## src/sv/sha_pkg.sv

```systemverilog
// Shared types, round constants and SHA-256 helper functions.
package sha_pkg;

    localparam int unsigned ROUNDS = 64;

    typedef logic [31:0]       word_t;
    typedef logic [7:0][31:0]  hash_t;   // [0] = a ... [7] = h
    typedef logic [15:0][31:0] win_t;    // schedule window, [0] is the oldest word

    typedef struct packed {
        logic       valid;
        logic [2:0] word_index;
        logic [4:0] bit_index;
    } ctrl_t;

    localparam word_t RC [ROUNDS] = '{
        32'h428a2f98, 32'h71374491, 32'hb5c0fbcf, 32'he9b5dba5,
        32'h3956c25b, 32'h59f111f1, 32'h923f82a4, 32'hab1c5ed5,
        32'hd807aa98, 32'h12835b01, 32'h243185be, 32'h550c7dc3,
        32'h72be5d74, 32'h80deb1fe, 32'h9bdc06a7, 32'hc19bf174,
        32'he49b69c1, 32'hefbe4786, 32'h0fc19dc6, 32'h240ca1cc,
        32'h2de92c6f, 32'h4a7484aa, 32'h5cb0a9dc, 32'h76f988da,
        32'h983e5152, 32'ha831c66d, 32'hb00327c8, 32'hbf597fc7,
        32'hc6e00bf3, 32'hd5a79147, 32'h06ca6351, 32'h14292967,
        32'h27b70a85, 32'h2e1b2138, 32'h4d2c6dfc, 32'h53380d13,
        32'h650a7354, 32'h766a0abb, 32'h81c2c92e, 32'h92722c85,
        32'ha2bfe8a1, 32'ha81a664b, 32'hc24b8b70, 32'hc76c51a3,
        32'hd192e819, 32'hd6990624, 32'hf40e3585, 32'h106aa070,
        32'h19a4c116, 32'h1e376c08, 32'h2748774c, 32'h34b0bcb5,
        32'h391c0cb3, 32'h4ed8aa4a, 32'h5b9cca4f, 32'h682e6ff3,
        32'h748f82ee, 32'h78a5636f, 32'h84c87814, 32'h8cc70208,
        32'h90befffa, 32'ha4506ceb, 32'hbef9a3f7, 32'hc67178f2
    };

    function automatic word_t iv_word(input logic [2:0] idx);
        word_t w;
        begin
            case (idx)
                3'd0:    w = 32'h6a09e667;
                3'd1:    w = 32'hbb67ae85;
                3'd2:    w = 32'h3c6ef372;
                3'd3:    w = 32'ha54ff53a;
                3'd4:    w = 32'h510e527f;
                3'd5:    w = 32'h9b05688c;
                3'd6:    w = 32'h1f83d9ab;
                default: w = 32'h5be0cd19;
            endcase
            return w;
        end
    endfunction

    function automatic word_t rotr(input word_t x, input int unsigned n);
        begin
            return (x >> n) | (x << (32 - n));
        end
    endfunction

    function automatic word_t big_sigma0(input word_t x);
        begin
            return rotr(x, 2) ^ rotr(x, 13) ^ rotr(x, 22);
        end
    endfunction

    function automatic word_t big_sigma1(input word_t x);
        begin
            return rotr(x, 6) ^ rotr(x, 11) ^ rotr(x, 25);
        end
    endfunction

    function automatic word_t small_sigma0(input word_t x);
        begin
            return rotr(x, 7) ^ rotr(x, 18) ^ (x >> 3);
        end
    endfunction

    function automatic word_t small_sigma1(input word_t x);
        begin
            return rotr(x, 17) ^ rotr(x, 19) ^ (x >> 10);
        end
    endfunction

endpackage

```

## src/sv/sha_final.sv

```systemverilog
// Final hash addition on the selected word, bit select and result register.
module sha_final (
    input  logic           clk,
    input  logic           rst_n,
    input  sha_pkg::ctrl_t ctrl_in,
    input  sha_pkg::hash_t state_in,
    output logic           done,
    output logic [31:0]    digest_word,
    output logic           digest_bit
);
    import sha_pkg::*;

    logic  done_reg;
    word_t digest_word_reg;
    word_t digest_word_next;
    logic  digest_bit_reg;
    logic  digest_bit_next;

    always_comb
    begin
        digest_word_next = state_in[ctrl_in.word_index] + iv_word(ctrl_in.word_index);
        digest_bit_next  = digest_word_next[ctrl_in.bit_index];
    end

    always_ff @(posedge clk or negedge rst_n)
    begin
        if (!rst_n)
        begin
            done_reg <= 1'b0;
        end
        else
        begin
            done_reg <= ctrl_in.valid;
        end
    end

    always_ff @(posedge clk)
    begin
        digest_word_reg <= digest_word_next;
        digest_bit_reg  <= digest_bit_next;
    end

    assign done        = done_reg;
    assign digest_word = digest_word_reg;
    assign digest_bit  = digest_bit_reg;

endmodule

```

## config.mk

```make
export PLATFORM = sky130hd
export DESIGN_NAME = sha_final
export DESIGN_NICKNAME = d
export VERILOG_FILES = /design/src/sv/sha_pkg.sv /design/src/sv/sha_final.sv
export SDC_FILE = /design/constraint.sdc
export NUM_CORES = 1
export LEC_CHECK = 0
export BUFFER_PORTS_ARGS = -buffer_cell sky130_fd_sc_hd__buf_2
export CORE_AREA = 2 2 116 118
export CTS_CLUSTER_DIAMETER = 100
export CTS_CLUSTER_SIZE = 40
export DETAILED_ROUTE_END_ITERATION = 8
export DIE_AREA = 0 0 118 120
export PLACE_DENSITY = 0.78
export RECOVER_POWER = 50
export SETUP_SLACK_MARGIN = 0.15
export SYNTH_ARGS = -nofsm -noshare
export SYNTH_HDL_FRONTEND = slang
export SYNTH_SLANG_ARGS = --single-unit
export TNS_END_PERCENT = 100
```

## constraint.sdc

```tcl
create_clock -name clk -period 0.8 [get_ports clk]
set_input_delay 0.16 -clock clk [delete_from_list [all_inputs] [get_ports clk]]
set_output_delay 0.16 -clock clk [all_outputs]
set_load 0.03 [all_outputs]
```

* Word level (Yosys, flattened, before mapping)
Index checks and enable logic that the tools add are counted. W data, S select, Z words.
Storage, ports and cells: flip-flop bits (word level) 34, bits in latches 0, ROM bits 0, output and inout port bits 34, memories 0, bits in writable memories 0
Operators by class: reductions and logical operators 1, mux-type cells 5, eq/ne operators 6, shifts and indexed selects 0, $lt $le $gt $ge 2, div/mod/pow operators 0, add/subtract/negate cells 1, bitwise operators 0, $mul 0
Operators with widths (number):
- $pmux W32 S7 | 1
- $bmux W32 S3 | 1
- $add A32 B32 Y32 | 1
- $mux W32 | 1
- $eq A3 B3 Y1 const B | 3
- $eq A3 B2 Y1 const B | 2
- $lt A5 B6 Y1 const B | 1
- $bmux W1 S5 | 1
- $lt A3 B4 Y1 const B | 1
- $eq A3 B1 Y1 const B | 1
- $logic_not A3 Y1 | 1
- $mux W1 | 1

* Logic depth before layout (Yosys ltp)
word-level depth 5, gate-level depth with buffers 19, mapped depth without buffers 16

* Least setup slack after synthesis
No wires, ideal clock.
kind input to register, start point in ctrl_in[5] (netlist bit), end point reg digest_bit_reg, in the netlist digest_bit, setup time 0.127 ns, slack -3.750 ns, arrival 4.423 ns, stages on the path 18, buffers on the path 4, path through buf_2 > buf_1 > buf_1 > mux4_2 > nand2_1 > nand2_1 > ha_1 > clkbuf_1 > a21o_1 > a31o_2 > a221o_1 > a31oi_1 > o21ai_0 > nor2_1 > mux2_2 > or2_1 > a32oi_1 > o211ai_1
On the way: cells in the longest elaborated chain, start to end 5
RTL lines:
- start: declaration | RTL line sha_final.sv:5 | input sha_pkg::ctrl_t ctrl_in,
- $eq A3 B3 Y1, or another cell as far along | RTL line sha_pkg.sv:38 | case (idx)
- $pmux W32 S7 / $mux W32 (equally long branches) | RTL line sha_pkg.sv:38, sha_final.sv:21
- $add A32 B32 Y32 (*) | RTL line sha_final.sv:21 | digest_word_next = state_in[ctrl_in.word_index] + iv_word(ctrl_in.word_index);
- net digest_word_next[29] | RTL line sha_final.sv:15 | word_t digest_word_next;
- $bmux W1 S5 (*) | RTL line sha_final.sv:22 | digest_bit_next = digest_word_next[ctrl_in.bit_index];
- $mux W1 (implied by the code) (*) | RTL line sha_final.sv:22
- net digest_bit_next | RTL line sha_final.sv:17 | logic digest_bit_next;
- end signal: assignment | RTL line sha_final.sv:40 | digest_bit_reg <= digest_bit_next;
- end: declaration | RTL line sha_final.sv:16 | logic digest_bit_reg;
Mark *: on every way through the listed nets, which the timed path passes. The rest lies on a longest branch. The select of a mux whose other input is x is not followed.

* Worst setup path in the final report
start point in ctrl_in[5] (netlist bit), end point reg digest_bit_reg, in the netlist digest_bit
On the way: cells in the longest elaborated chain, start to end 5
RTL lines (RTL line):
- $eq A3 B3 Y1, or another cell as far along | sha_pkg.sv:38
- $pmux W32 S7 / $mux W32 (equally long branches) | sha_pkg.sv:38, sha_final.sv:21
- $add A32 B32 Y32 (*) | sha_final.sv:21
- $bmux W1 S5 (*) | sha_final.sv:22
- $mux W1 (implied by the code) (*) | sha_final.sv:22
- net digest_bit_next | sha_final.sv:17
Marks and branches as above.

==> metrics.md <==
| Metric | Value |
|---|---|
| Crit path buffers/inverters | 4 |
| Failing checks | negative setup slack |
| CORE AREA | 0.0130 mm^2 |
| CP Class | in2reg |
| Synth Cell Area | 0.00521 mm^2 |
| Die Ht | 120 um |
| H-tree depth | 2 |
| Area occupied by registers | 726 um^2 |
| Final worst slack | -2.90 ns |
| Io pins | 301 |
| Period utilization | 4.62 |
| Initial Utilization | 0.402 |
| DRC errors left | 0 |
| Final Hold Vio Count | 0 |
| Outcome | finished, violations left |
| Via/cell ratio | 6.30 |
| Post-Route Setup TNS | -65.55 ns |
| Distinct cells, synth | 75 |
| IO buf count | 300 |
| Gpl congestion | 0.962 |
| Total Routing Usage GR | 0.362 |
| Max-cap viol count | 0 |
| Std cell rows | 42 |
| Wire per inst | 23.9 um |
| CTS clk-pin slew, worst paths | 0.05 ns |
| Layout cells sized above 1 | 0.712 |
| DR pass1 iterations | 6 |
| Most frequent cells in the layout | buf_2, buf_4, nand2_1 |
| Critical Path End Type | flop |
| 1st-iter DRT viols | 1162 |
| Post-synth EDFFs | 0 |
| Max VDD drop | 1.08 mV |
| Static leakage | 4.93 nW |
| Net count, final | 1426 |
| Avg Inst Size Synth | 8.44 um^2 |
| Synthesized net count | 914 |
| Asr flop ratio synth | 0.0294 |
| Die ar. | 0.0142 mm^2 |
| Vias in the first global route | 7694 |
| Dpl cell area | 0.00846 mm^2 |
| Slew @ Worst Pin | 0.552 ns |
| Post-synthesis cell count | 618 |
| Delay-heaviest family, CP | simple AND/OR/NAND/NOR gates |
| Top FF cell, synth | dfxtp_1 |
| Die width | 118 um |
| Wire length after detailed routing | 31400 um |
| Startpoint class of the critical path | input pin |
| CP Cell Sequence | buf_12 > buf_12 > buf_16 > buf_4 > mux4_2 > nand2_1 > nand2_1 > ha_1 > and3_1 > nor3b_1 > o211ai_1 > a31oi_1 > nor3_1 > or3b_1 > a32oi_1 > o211ai_1 |
| # clock sinks | 34 |
| PwrDens | 1780 mW/mm^2 |
| Via count | 8289 |
| FF+latch count, synth | 34 |
| Slew HR | 0.631 |
| Multi-input logic area | 0.00536 mm^2 |
| Initial antenna violation count | 9 |
| FILL cells | 754 |
| Crit-path max cell delay | 0.51 ns |
| Slowest cell on the critical path | mux4_2 |
| Count of final setup violators | 67 |
| Largest net degree at the start of global routing | 23 |
| Root buffer cell | clkbuf_16 |
| Synthesis-to-layout area growth | 99.4% |
| Synth Warn # | 0 |
| Worst Path Max Fanout | 6 |
| Commonest non-fill, non-tap cell in the layout | buf_2 |
| ANT nets after route | 0 |
| Final min period | 3.70 ns |
| GRT overflow | 0 |
| First-pass GRT wire length | 40300 um |
| HP Class | in2async |
| Cts bufs inserted | 5 |
| Largest register FFs | 32 |
| Arrival time worst endpoint | 3.85 ns |
| RSZ-0062 raised after global routing | true |
| Register area share after synthesis | 0.132 |
| Final Cell Area | 0.0104 mm^2 |
| Highest Clock Rate | 270 MHz |
| CTS tree | built |
| Clock Tree Buf Depth | 2 |
| Worst EP required | 0.95 ns |
| Post-DP HPWL | 19900 um |
| Slew Viols, Final | 0 |
-- Yosys cell counts, types with 5 or more instances --
master / instances / area (um^2)
or2_2: 6 / 37.5
o211ai_1: 7 / 52.6
ha_1: 29 / 363
mux2i_1: 12 / 120
nand2_1: 118 / 443
a211o_1: 6 / 52.6
xnor2_1: 21 / 184
clkbuf_1: 24 / 90.1
o21ai_0: 22 / 110
mux4_2: 60 / 1350
nor3_1: 10 / 50.1
a21oi_1: 40 / 200
a21o_1: 18 / 135
buf_1: 10 / 37.5
xor2_1: 5 / 43.8
nand4_1: 5 / 31.3
nor2_1: 40 / 150
inv_1: 18 / 67.6
nand3_1: 18 / 90.1
o311ai_0: 5 / 43.8
and3_1: 5 / 31.3
dfxtp_1: 33 / 661
and2_1: 5 / 31.3
a31oi_1: 7 / 43.8
-- final timing paths --
path | from | end | cells after the start
worst max-delay path | ctrl_in[5] | digest_bit | 16
worst min-delay path | rst_n | done | 2
max in group asynchronous | rst_n | done | 2
min in group clk | ctrl_in[4] | digest_bit | 5
-- timing repair --
item / 4_1_cts / 5_1_grt
gates cloned: 1 / 0
hold buffers: 2 / 0
gates resized for setup: 226 / 105
hold endpoints to repair: 2 / 0
setup endpoints to repair: 67 / 67
pin swaps: 56 / 55
buffers inserted: 14 / 22
-- stage by stage --
stage | std cells | worst slack (ns) | power [W] | util | hold WS, ns
floorplan | 618 | -2.85 | 0.00799 | - | -0.136
global placement | 1260 | -2.85 | 0.0119 | 0.651 | -0.0658
detailed placement | 1260 | -3.00 | 0.0120 | 0.651 | -0.0645
CTS | 1285 | -2.48 | 0.0162 | 0.743 | 0.181
global route | 1314 | -2.94 | 0.0192 | 0.801 | 0.205
finish | 1315 | -2.90 | 0.0185 | 0.801 | 0.194
-- area by class of cell --
| cell class | instances | area share |
|---|---|---|
| diodes | 8 | 0.00193 |
| clock buffers | 8 | 0.0131 |
| inverters | 20 | 0.00770 |
| multi-input cells | 525 | 0.516 |
| flip-flops and latches | 34 | 0.0698 |
| well taps | 176 | 0.0212 |
| repair buffers | 544 | 0.371 |
-- metal layers --
layer,GRT usage,vias to the layer above,share of wire
li1,-,3392,-
met1,0.428,3844,0.34
met2,0.615,785,0.47
met3,0.0779,264,0.11
met4,0.194,4,0.083
met5,0,-,0.00067
-- power breakdown --
| part | total (W) | switching [W] | internal, W |
|---|---|---|---|
| sequential | 0.00283 | 0.000330 | 0.00250 |
| clock | 0.00177 | 0.000621 | 0.00115 |
| combinational | 0.0139 | 0.00697 | 0.00698 |
| total | 0.0185 | 0.00792 | 0.0106 |
-- kinds of logic (layout without fill, tap and decap cells) --
family | Yosys count | in the layout | synth area share
adder cells (fa/ha/maj) | 29 | 29 | 0.0696
other | 0 | 8 | 0
AND/OR/NAND/NOR | 234 | 234 | 0.205
multiplexers | 76 | 76 | 0.293
buffers and inverters | 59 | 572 | 0.0466
flip-flops | 34 | 34 | 0.132
XOR/XNOR | 26 | 26 | 0.0437
AO/OA/AOI/OAI | 160 | 160 | 0.211
Power figures use the tool's default switching activity.
