--- config.mk ---
export PLATFORM = sky130hd
export DESIGN_NAME = sha_stage
export DESIGN_NICKNAME = d
export VERILOG_FILES = /design/src/sv/sha_pkg.sv /design/src/sv/sha_stage.sv
export SDC_FILE = /design/constraint.sdc
export NUM_CORES = 1
export LEC_CHECK = 0
export ABC_AREA = 0
export ABC_CLOCK_PERIOD_IN_PS = 1200
export BUFFER_PORTS_ARGS = -buffer_cell sky130_fd_sc_hd__buf_2
export CAP_MARGIN = 40
export CORE_AREA = 2 2 620 622
export CTS_BUF_LIST = sky130_fd_sc_hd__clkbuf_8
export DETAILED_ROUTE_END_ITERATION = 10
export DIE_AREA = 0 0 622 624
export GPL_ROUTABILITY_DRIVEN = 0
export MAX_ROUTING_LAYER = met4
export PLACE_DENSITY = 0.31
export SETUP_SLACK_MARGIN = 0.4
export SYNTH_ARGS = -nofsm -noshare
export SYNTH_HDL_FRONTEND = slang
export SYNTH_SLANG_ARGS = --single-unit
export TNS_END_PERCENT = 1
--- constraint.sdc ---
create_clock -name clk -period 1.2 [get_ports clk]
set_clock_uncertainty 0.15 [all_clocks]
set_input_delay 0.24 -clock clk [delete_from_list [all_inputs] [get_ports clk]]
set_output_delay 0.24 -clock clk [all_outputs]
set_load 0.02 [all_outputs]
--- src/sv/sha_pkg.sv ---
// Shared types, round constants and SHA-256 helper functions.
package sha_pkg;

    localparam int unsigned ROUNDS = 64;

    typedef logic [31:0]       word_t;
    typedef logic [7:0][31:0]  hash_t;   // [0] = a ... [7] = h
    typedef logic [15:0][31:0] win_t;    // schedule window, [0] is the oldest word

    typedef struct packed {
        logic       valid;
        logic [2:0] word_index;
        logic [4:0] bit_index;
    } ctrl_t;

    localparam word_t RC [ROUNDS] = '{
        32'h428a2f98, 32'h71374491, 32'hb5c0fbcf, 32'he9b5dba5,
        32'h3956c25b, 32'h59f111f1, 32'h923f82a4, 32'hab1c5ed5,
        32'hd807aa98, 32'h12835b01, 32'h243185be, 32'h550c7dc3,
        32'h72be5d74, 32'h80deb1fe, 32'h9bdc06a7, 32'hc19bf174,
        32'he49b69c1, 32'hefbe4786, 32'h0fc19dc6, 32'h240ca1cc,
        32'h2de92c6f, 32'h4a7484aa, 32'h5cb0a9dc, 32'h76f988da,
        32'h983e5152, 32'ha831c66d, 32'hb00327c8, 32'hbf597fc7,
        32'hc6e00bf3, 32'hd5a79147, 32'h06ca6351, 32'h14292967,
        32'h27b70a85, 32'h2e1b2138, 32'h4d2c6dfc, 32'h53380d13,
        32'h650a7354, 32'h766a0abb, 32'h81c2c92e, 32'h92722c85,
        32'ha2bfe8a1, 32'ha81a664b, 32'hc24b8b70, 32'hc76c51a3,
        32'hd192e819, 32'hd6990624, 32'hf40e3585, 32'h106aa070,
        32'h19a4c116, 32'h1e376c08, 32'h2748774c, 32'h34b0bcb5,
        32'h391c0cb3, 32'h4ed8aa4a, 32'h5b9cca4f, 32'h682e6ff3,
        32'h748f82ee, 32'h78a5636f, 32'h84c87814, 32'h8cc70208,
        32'h90befffa, 32'ha4506ceb, 32'hbef9a3f7, 32'hc67178f2
    };

    function automatic word_t iv_word(input logic [2:0] idx);
        word_t w;
        begin
            case (idx)
                3'd0:    w = 32'h6a09e667;
                3'd1:    w = 32'hbb67ae85;
                3'd2:    w = 32'h3c6ef372;
                3'd3:    w = 32'ha54ff53a;
                3'd4:    w = 32'h510e527f;
                3'd5:    w = 32'h9b05688c;
                3'd6:    w = 32'h1f83d9ab;
                default: w = 32'h5be0cd19;
            endcase
            return w;
        end
    endfunction

    function automatic word_t rotr(input word_t x, input int unsigned n);
        begin
            return (x >> n) | (x << (32 - n));
        end
    endfunction

    function automatic word_t big_sigma0(input word_t x);
        begin
            return rotr(x, 2) ^ rotr(x, 13) ^ rotr(x, 22);
        end
    endfunction

    function automatic word_t big_sigma1(input word_t x);
        begin
            return rotr(x, 6) ^ rotr(x, 11) ^ rotr(x, 25);
        end
    endfunction

    function automatic word_t small_sigma0(input word_t x);
        begin
            return rotr(x, 7) ^ rotr(x, 18) ^ (x >> 3);
        end
    endfunction

    function automatic word_t small_sigma1(input word_t x);
        begin
            return rotr(x, 17) ^ rotr(x, 19) ^ (x >> 10);
        end
    endfunction

endpackage

--- src/sv/sha_stage.sv ---
// One registered compression round plus one message schedule step.
module sha_stage (
    input  logic          clk,
    input  logic          rst_n,
    input  sha_pkg::word_t k_const,
    input  sha_pkg::ctrl_t ctrl_in,
    input  sha_pkg::hash_t state_in,
    input  sha_pkg::win_t  win_in,
    output sha_pkg::ctrl_t ctrl_out,
    output sha_pkg::hash_t state_out,
    output sha_pkg::win_t  win_out
);
    import sha_pkg::*;

    ctrl_t ctrl_reg;
    hash_t state_reg;
    hash_t state_next;
    win_t  win_reg;
    win_t  win_next;
    word_t t1;
    word_t t2;
    word_t choose;
    word_t major;

    always_comb
    begin
        choose = (state_in[4] & state_in[5]) ^ (~state_in[4] & state_in[6]);
        major  = (state_in[0] & state_in[1]) ^ (state_in[0] & state_in[2])
               ^ (state_in[1] & state_in[2]);
        t1 = state_in[7] + big_sigma1(state_in[4]) + choose + k_const + win_in[0];
        t2 = big_sigma0(state_in[0]) + major;

        state_next[0] = t1 + t2;
        state_next[1] = state_in[0];
        state_next[2] = state_in[1];
        state_next[3] = state_in[2];
        state_next[4] = state_in[3] + t1;
        state_next[5] = state_in[4];
        state_next[6] = state_in[5];
        state_next[7] = state_in[6];
    end

    // window slides by one; new word is w[i+16] from w[i], w[i+1], w[i+9], w[i+14]
    always_comb
    begin
        for (int j = 0; j < 15; j++)
        begin
            win_next[j] = win_in[j + 1];
        end
        win_next[15] = small_sigma1(win_in[14]) + win_in[9]
                     + small_sigma0(win_in[1]) + win_in[0];
    end

    always_ff @(posedge clk or negedge rst_n)
    begin
        if (!rst_n)
        begin
            ctrl_reg <= '0;
        end
        else
        begin
            ctrl_reg <= ctrl_in;
        end
    end

    always_ff @(posedge clk)
    begin
        state_reg <= state_next;
        win_reg   <= win_next;
    end

    assign ctrl_out  = ctrl_reg;
    assign state_out = state_reg;
    assign win_out   = win_reg;

endmodule

# Word-level counts from Yosys, hierarchy flattened
# Index checks and enable logic that the tools add are counted.
[classes]
bitwise = 27
add_sub_neg = 10
[op_table]
columns = ["op", "n"]
rows = [
  ["adder 32 bit", 10],
  ["bitwise XOR 32 bit", 9],
  ["AND 32 bit", 5],
  ["NOT 32 bit", 1],
  ["bitwise OR 10 x 32 -> 32 bit", 1],
  ["bitwise OR 13 x 32 -> 32 bit", 1],
  ["bitwise OR 14 x 32 -> 32 bit", 1],
  ["bitwise OR 15 x 32 -> 32 bit", 1],
  ["bitwise OR 19 x 32 -> 32 bit", 1],
  ["bitwise OR 21 x 32 -> 32 bit", 1],
  ["bitwise OR 25 x 32 -> 32 bit", 1],
  ["bitwise OR 26 x 32 -> 32 bit", 1],
  ["bitwise OR 30 x 32 -> 32 bit", 1],
  ["bitwise OR 7 x 32 -> 32 bit", 1],
  ["bitwise XOR 32 x 22 -> 32 bit", 1],
  ["bitwise XOR 32 x 29 -> 32 bit", 1],
]
[word_totals]
inputBits = 811
regBits = 777
elab_cells = 64
out_inout_bits = 777

# Depth between registers and ports, before layout
# Gate-level depths: netlist of run 1.
[logic_depth]
ltp_word = 8
mapped_depth = 29

# Worst setup path after synthesis of run 1
# No wires, ideal clock.
[synth_path]
path_kind = "input to register"
startpoint = "input win_in[1] (netlist bit)"
endpoint = "register state_reg (netlist bit state_out[29])"
slack_ns = -5.377
n_path_buf = 0
t_required_ns = 0.927
stages = 27
setup_ns = 0.123
t_arrival_ns = 6.303
cell_sequence = "inv_1 -> fa_1 -> fa_1 -> inv_1 -> fa_1 -> ha_1 -> fa_1 -> a211oi_1 -> o21ai_0 -> o31ai_2 -> o22ai_1 -> a21oi_1 -> nor2b_1 -> o21ai_0 -> nand2b_1 -> xnor2_1 -> fa_1 -> inv_1 -> ha_1 -> and3_1 -> a221o_1 -> a21oi_1 -> o21ai_0 -> a311o_1 -> a31oi_1 -> o21bai_1 -> xor2_1"
[synth_rtl]
columns = ["element", "line_no", "source"]
rows = [
  ["start: declaration", "sha_stage.sv:8", "input sha_pkg::win_t win_in,"],
  ["end signal: assignment", "sha_stage.sv:68", "state_reg <= state_next;"],
  ["end: declaration", "sha_stage.sv:16", "hash_t state_reg;"],
]

==> out/qor.yml, run 1 <==
final_nets: 7300
numClockSinks: 777
drive_above_1_share_pct: 49.5
wire_per_inst_um: 24.4
h-tree-depth: 4
hold_viol_final: 40
violations: "hold timing, setup timing"
slowest_stage: "fa_1"
synth_common_cells: "768 x dfxtp_1, 363 x inv_1, 245 x xnor2_1, 187 x fa_1, 125 x xor2_1"
track_usage_pct: 14.3
cts_tree: "built"
via_per_inst: 2.89
ys_seq_elements: 777
numCtsBuffers: 168
maxSlewViolCount: 0
crit_type: "input pin to flip-flop"
worst_pin_slew_ps: 744
drv_cap: 0
synth_nets: 3559
cp_max_fo: 4
grt_max_degree: 16
power.density_nw_per_um2: 2920
rsz0062_at_grt: "true"
post-place-cells: 9749
wl_met2_mm: 163
power.leakage_uw: 0.0320
pre_cts_ws_ps: -6050
met3_length_mm: 15.3
num_rows: 227
yosysTopAreaCellShare_pct: 52.5
status: "finished with violations"
endpoint_kind: "flip-flop"
syn_area_um2: 29300
wirelength_met1_mm: 85.7
nFillCells: 42100
max_stage_delay_ps: 560
synth_cell_types: 66
drt_iter0_markers: 849
postLayoutCellArea_um2: 70600
synth-edff-count: 0
synthFlopType: "dfxtp_1"
grt_pass1_wl_mm: 353
dp_hpwl_mm: 237
synth_top_cells_by_area: "dfxtp_1 53%, fa_1 13%, xnor2_1 7.3%"
crit_arrival_ps: 6440
ir_drop_uv: 2210
period_share_pct: 476
synthCells: 2437
clk_pin_slew_ps: 60
async_flop_share_pct: 1.16
cts.path.max_buffers: 4
min_path_cells: 2
placed_area_um2: 49800
first_pass_iters: 5
routed-via-count: 33000
die_y_um: 624
wl_mm: 279
synth_area_leader_cell: "dfxtp_1"
ios: 1588
fin_crit_ps: 5710
fmax_mhz: 175
area_delta_synth_final_pct: 141
drc: 0
stdcell_count: 11400
crit_required_ps: 1930
start_util_pct: 7.68
ys_seq_area_share_pct: 53.3
worstSetupStartpointType: "input pin"
maxSlewHeadroom_pct: 49.9
cts_hold_repair.buffers: 1262
finalSetupViolCount: 872
highest_layer: "met4"
hp-class: "input pin to flip-flop"
die_area_um2: 388000
port_buffers: 1587
dieWidth_um: 622
fin_ws_ps: -4510
hold_ws_ps: -595
coreArea_um2: 381000
overflow: 0
synth_most_common_cell: "dfxtp_1"
yosysWarnings: 0
ant_nets: 0
antenna_found_initial: 112
grt_pass1_vias: 37100
syn_avg_cell_area_um2: 12.0
root_buffer: "clkbuf_8"
-- placed cells by master (no fill, tap or decap), drive strengths merged, types with 15 or more instances in the layout --
cell type	n
xnor2	245
a21o	67
a21oi	105
o21ai	83
bufinv	17
nand3	28
fa	187
clkinv	29
mux2	29
diode	52
xor2	125
inv	400
dfxtp	768
nor2	50
o21bai	19
dlygate4sd3	1259
nand2b	15
clkbuf	214
buf	2324
nand2	54
ha	124
-- state kept, by name, summed over array words and instances (netlist names) --
register,count
ctrl_out,9
win_out,512
state_out,256
-- report_power, final --
| group | leakage (uW) | switching (uW) | total, uW | internal [uW] |
|---|---|---|---|---|
| registers | 0.00659 | 1310 | 31600 | 30300 |
| clock network | 0.00208 | 14500 | 34100 | 19600 |
| logic | 0.0234 | 69900 | 140000 | 70300 |
| total | 0.0320 | 85700 | 206000 | 120000 |
-- logic make-up (layout without fill, tap and decap cells) --
family | Yosys count | after routing | synth area share (%)
fa+ha+maj | 314 | 314 | 18.2
simple gates | 199 | 199 | 3.22
mux | 34 | 34 | 1.29
compound gates | 366 | 366 | 8.13
xor+xnor | 370 | 370 | 11.1
other cells | 0 | 52 | 0
flops | 777 | 777 | 53.3
buf+inv | 377 | 4251 | 4.83
-- what timing repair did --
action                                  CTS  global route
hold endpoints to repair                732            75
pin swaps                                70            49
gates resized for setup                 727           641
endpoints found under the setup margin  872           937
setup buffers                            28             7
-- metrics by stage --
step | setup TNS [ps] | util [%] | total power [uW]
finish | -779960 | 18.5 | 206000
global route | -895980 | 18.5 | 222000
CTS | -922550 | 18.1 | 203000
global placement | -410390 | 13.1 | 152000
detailed placement | -406340 | 13.1 | 152000
floorplan | -299750 | - | 88300
-- layout make-up --
cell class / instances / area [um^2] / area share (%)
Antenna cell: 52 / 130 / 0.184
Inverter: 363 / 1380 / 1.95
Clock inverter: 91 / 891 / 1.26
Clock buffer: 212 / 2920 / 4.13
Timing Repair Buffer: 3585 / 29500 / 41.7
Tap cell: 5038 / 6300 / 8.92
Multi-Input combinational cell: 1283 / 13500 / 19.1
Sequential cell: 777 / 16000 / 22.7
-- path summary, 6_finish.rpt --
check,from,end
setup / recovery,win_in[5],state_out[29]
max in group asynchronous,rst_n,ctrl_out[2]
hold / removal,state_in[96],state_out[128]
min in group asynchronous,rst_n,ctrl_out[6]
-- worst max-delay path: cells and delay by family --
kind                     cells  cell delay (ps)
AND/OR/NAND/NOR              1              140
adder cells (fa/ha/maj)      6             2550
buffers and inverters       12             1080
XOR/XNOR                     1              150
AO/OA/AOI/OAI               12             2280
-- routing by layer --
metal  track usage (%)  up-vias
met1              12.0    15900
met4              6.23        0
met2              29.2     1219
met3              3.32      511
met5                 -        -
li1                  -    15400
(Power assumes the default switching activity.)
==> run 2: changes to the inputs <==
Settings changed: PLACE_DENSITY 0.31 to default, PLACE_DENSITY_LB_ADDON from default to 0.25.
==> run 2 against run 1 <==
  * The flow still finishes with violations (hold timing, setup timing)
  * Clock power decreased by 5%
  * Via count increased by 0.25%
  * Hold slack got worse by 87 ps
  * Combinational power about the same
  * Critical endpoint is now state_out[30]
  * Largest cell class unchanged
==> out/qor.yml, run 2 (synthesis results as in run 1) <==
crit_path_frequent_cell: "buf_6"
drv_cap: 0
maxSlewHeadroom_pct: 53.3
maxSlewViolCount: 0
track_usage_pct: 14.1
via_per_inst: 2.90
pre_cts_ws_ps: -6110
largest_reg_flops: 512
power.density_nw_per_um2: 2910
rsz0062_at_grt: "true"
final_common_cell: "dlygate4sd3_1"
clockPowerShare_pct: 15.6
ios: 1588
worstSetupStartpointType: "input pin"
status: "finished with violations"
slowest_stage: "fa_1"
dieWidth_um: 622
grt_pass1_wl_mm: 349
hp-class: "input pin to flip-flop"
hold_viol_final: 38
p_int_uw: 121000
ant_nets: 0
coreArea_um2: 381000
hold_ws_ps: -682
numCtsBuffers: 168
seqCellArea_um2: 16000
wire_per_inst_um: 24.1
drt_iter0_markers: 811
multi_input_area_um2: 13700
numClockSinks: 777
switching_share_pct: 41.8
worst_pin_slew_ps: 696
placed_area_um2: 50000
most-common-layout-cells: "1288 x dlygate4sd3_1, 1234 x buf_2, 662 x buf_4"
routed-via-count: 33100
cts_tree: "built"
wl_mm: 275
crit_arrival_ps: 6500
drc: 0
fin_util_pct: 18.7
root_buffer: "clkbuf_8"
start_util_pct: 7.68
final_nets: 7328
crit_type: "input pin to flip-flop"
die_area_um2: 388000
post-place-cells: 9762
stdcell_count: 11400
area_delta_synth_final_pct: 143
grt_max_degree: 14
fin_ws_ps: -4580
antenna_found_initial: 102
finalSetupViolCount: 872
drive_above_1_share_pct: 50.0
power.leakage_uw: 0.0322
seq_power_share_pct: 15.3
cp_max_fo: 3
overflow: 0
grt_pass1_vias: 37400
h-tree-depth: 4
die_y_um: 624
period_share_pct: 482
cts.path.max_buffers: 4
clk_pin_slew_ps: 60
crit_required_ps: 1910
first_pass_iters: 7
fin_crit_ps: 5780
endpoint_kind: "flip-flop"
max_stage_delay_ps: 570
nFillCells: 41800
comb_power_share_pct: 69.1
port_buffers: 1587
num_rows: 227
postLayoutCellArea_um2: 71200
dp_hpwl_mm: 232
fmax_mhz: 173
violations: "hold timing, setup timing"
power.switching_uw: 86700
ir_drop_uv: 1930
[run 2: changes by cell type in the layout (fill, tap and decap cells not counted), moves of 11 or more]
cell           change
buf_8             -14
dlygate4sd3_1     +29
dfxtp_1           -43
dfxtp_2           +52
buf_12            +18
xnor2_1           -11
buf_6             +37
buf_2             -34
clkinvlp_4        +12
clkbuf_8          -15
[run 2: area by class of cell]
| class | instances | area share, % |
|---|---|---|
| inverter | 363 | 1.93 |
| sequential | 777 | 22.5 |
| clock inverter | 93 | 1.15 |
| tap | 5038 | 8.86 |
| antenna | 54 | 0.190 |
| clock buffer | 197 | 3.81 |
| multi-input combinational | 1283 | 19.2 |
| timing repair buffer | 3613 | 42.3 |
[run 2: final timing paths]
| kind | from | end | slack, ps | cells past startpoint |
|---|---|---|---|---|
| setup / recovery | state_in[226] | state_out[30] | -4580 | 33 |
| hold / removal | state_in[96] | state_out[128] | -680 | 2 |
| max in group asynchronous | rst_n | ctrl_out[8] | 340 | 3 |
| min in group asynchronous | rst_n | ctrl_out[7] | 160 | 3 |
[run 2: stage by stage]
step,hold WS (ps),total power (uW),setup TNS (ps)
finish,-682,207000,-761660
detailed placement,-17.4,152000,-417050
CTS,-881,204000,-909490
global placement,-26.2,152000,-418970
global route,-814,223000,-872330
floorplan,-206,88300,-299750
[run 2: power by group through the flow]
stage	Sequential (uW)	Clock (uW)	Combinational (uW)
after floorplan	35100	0	53200
after global placement	31400	0	121000
after detailed placement	31400	0	121000
after CTS	31400	34200	138000
after global routing	32000	35000	156000
final	31700	32300	143000
[run 2: timing repair]
action,4_1_cts,5_1_grt
setup buffers,11,12
setup endpoints to repair,873,956
gates resized for setup,772,701
hold buffers,1287,2
pin swaps,85,59
cloned,0,0
endpoints found under the hold margin,734,54
[run 2: worst max-delay path: cells and delay by family]
kind / cells / cell delay, ps
buffers and inverters: 10 / 1020
xor gates and xnor gates: 2 / 270
AOI/OAI and AO/OA: 12 / 2080
and+or+nand+nor: 3 / 210
adders and majority gates: 6 / 2650
[run 2: routing by layer]
metal | global-route usage, % | up-vias | share of wire [%]
met5 | - | - | 0
met4 | 6.77 | 0 | 5.7
met3 | 3.08 | 466 | 5.4
met2 | 28.6 | 1232 | 58
met1 | 11.8 | 15900 | 31
li1 | - | 15400 | -
==> run 3: changes to the inputs <==
==> constraint.sdc (replaced) <==
create_clock -name clk -period 1.2 [get_ports clk]
set_clock_uncertainty 0.15 [all_clocks]
set_input_delay 0.12 -clock clk [delete_from_list [all_inputs] [get_ports clk]]
set_output_delay 0.12 -clock clk [all_outputs]
set_load 0.02 [all_outputs]
==> run 3 against run 2 <==
  * The run still ends with hold timing, setup timing left
  * Power shrank 1.3%
  * Largest cell class unchanged
  * Combinational power is essentially flat
  * First-iteration DRC count shrank 9.2%
  * Global-route usage grew 0.058 points
  * Flip-flop and latch count is the same
  * Critical path type unchanged
  * Die area is the same
  * Hold slack lost 64 ps
  * Sequential power is essentially flat
  * Critical path depth is the same
==> out/qor.yml, run 3 (synthesis results as in run 1) <==
cts_tree: "built"
ant_nets: 0
crit_family: "compound AO/OA/AOI/OAI gates"
cp_max_fo: 4
overflow: 0
drive_above_1_share_pct: 48.8
num_rows: 227
grt_pass1_wl_mm: 350
pre_cts_ws_ps: -6070
hp-class: "input pin to flip-flop"
start_util_pct: 7.68
crit_arrival_ps: 6370
most-common-layout-cells: "1307 x dlygate4sd3_1, 1276 x buf_2, 660 x buf_4"
crit_type: "input pin to flip-flop"
drc: 0
routed-via-count: 32800
clk_pin_slew_ps: 50
die_y_um: 624
crit_path_end: "state_out[29]"
min_from: "state_in[96]"
wl_mm: 276
postLayoutCellArea_um2: 70900
worstSetupStartpointType: "input pin"
startpoint: "k_const[2]"
use_met1_pct: 11.7
violations: "hold timing, setup timing"
dieWidth_um: 622
area_delta_synth_final_pct: 142
rsz0062_at_grt: "true"
endpoint_kind: "flip-flop"
numCtsBuffers: 168
final_common_cell: "dlygate4sd3_1"
grt_pass1_vias: 37100
numClockSinks: 777
largest_reg_flops: 512
maxSlewHeadroom_pct: 45.3
wire_per_inst_um: 24.1
drt_iter0_markers: 736
period_share_pct: 471
first_pass_iters: 5
path_depth: 33
fin_ws_ps: -4450
status: "finished with violations"
placed_area_um2: 49600
worst-path-buf-inv: 10
die_area_um2: 388000
drv_cap: 0
finalSetupViolCount: 872
final_nets: 7343
maxSlewViolCount: 0
antenna_found_initial: 96
power.leakage_uw: 0.0322
cts.path.max_buffers: 4
max_stage_delay_ps: 560
hold_ws_ps: -746
port_buffers: 1587
via_per_inst: 2.87
root_buffer: "clkbuf_8"
crit_required_ps: 1910
met3_usage_pct: 3.19
worst_pin_slew_ps: 812
slowest_stage: "fa_1"
track_usage_pct: 14.1
coreArea_um2: 381000
fmax_mhz: 177
hold_viol_final: 41
dp_hpwl_mm: 232
grt_use_met2_pct: 28.9
grt-busiest-layer: "met2"
power.density_nw_per_um2: 2880
h-tree-depth: 4
fin_crit_ps: 5650
ios: 1588
grt_max_degree: 14
ir_drop_uv: 2210
==> run 3: stage by stage <==
| step | utilization [%] | setup TNS [ps] | hold slack, ps | std cells | total power [uW] |
|---|---|---|---|---|---|
| 2_1_floorplan | - | -288230 | -326 | 2437 | 88300 |
| 3_3_place_gp | 13.0 | -406820 | -147 | 9759 | 151000 |
| 3_5_place_dp | 13.0 | -408000 | -139 | 9760 | 151000 |
| 4_1_cts | 18.1 | -795250 | -940 | 11400 | 203000 |
| 5_1_grt | 18.6 | -758410 | -868 | 11400 | 220000 |
| 6_report | 18.6 | -638840 | -746 | 11400 | 205000 |
==> run 3: how the worst min path moves through the flow <==
stage,slack (ps),to,cells after the start
floorplan,-330,ctrl_out[0],0
global placement,-150,ctrl_out[4],1
detailed placement,-140,ctrl_out[4],1
CTS,-940,state_out[128],2
global route,-870,state_out[128],2
finish,-750,state_out[128],2
==> run 3: area by class of cell <==
class	count	area [um^2]
fillers	41900	310000
repair buffers	3628	30000
flip-flops and latches	777	16000
multi-input cells	1283	13500
well taps	5038	6300
clock buffers	204	2810
inverters	363	1380
clock inverters	89	845
diodes	42	105
==> run 3: repair_timing <==
action,CTS,global route
setup endpoints to repair,873,904
resized for setup,775,686
hold buffers,1311,2
pin swaps,65,34
setup buffers,8,8
endpoints found under the hold margin,740,76
==> run 3: per-layer routing <==
layer / part of all wire (%) / vias up
li1: - / 15400
met5: 0 / -
met1: 30 / 15600
met4: 6.2 / 0
met3: 5.3 / 483
met2: 58 / 1230
==> run 3: power breakdown <==
group          switching [uW]  total (uW)  internal [uW]
Combinational           69900      140000          70000
Clock                   14200       33000          18800
Sequential               1340       31600          30300
Total                   85400      205000         119000
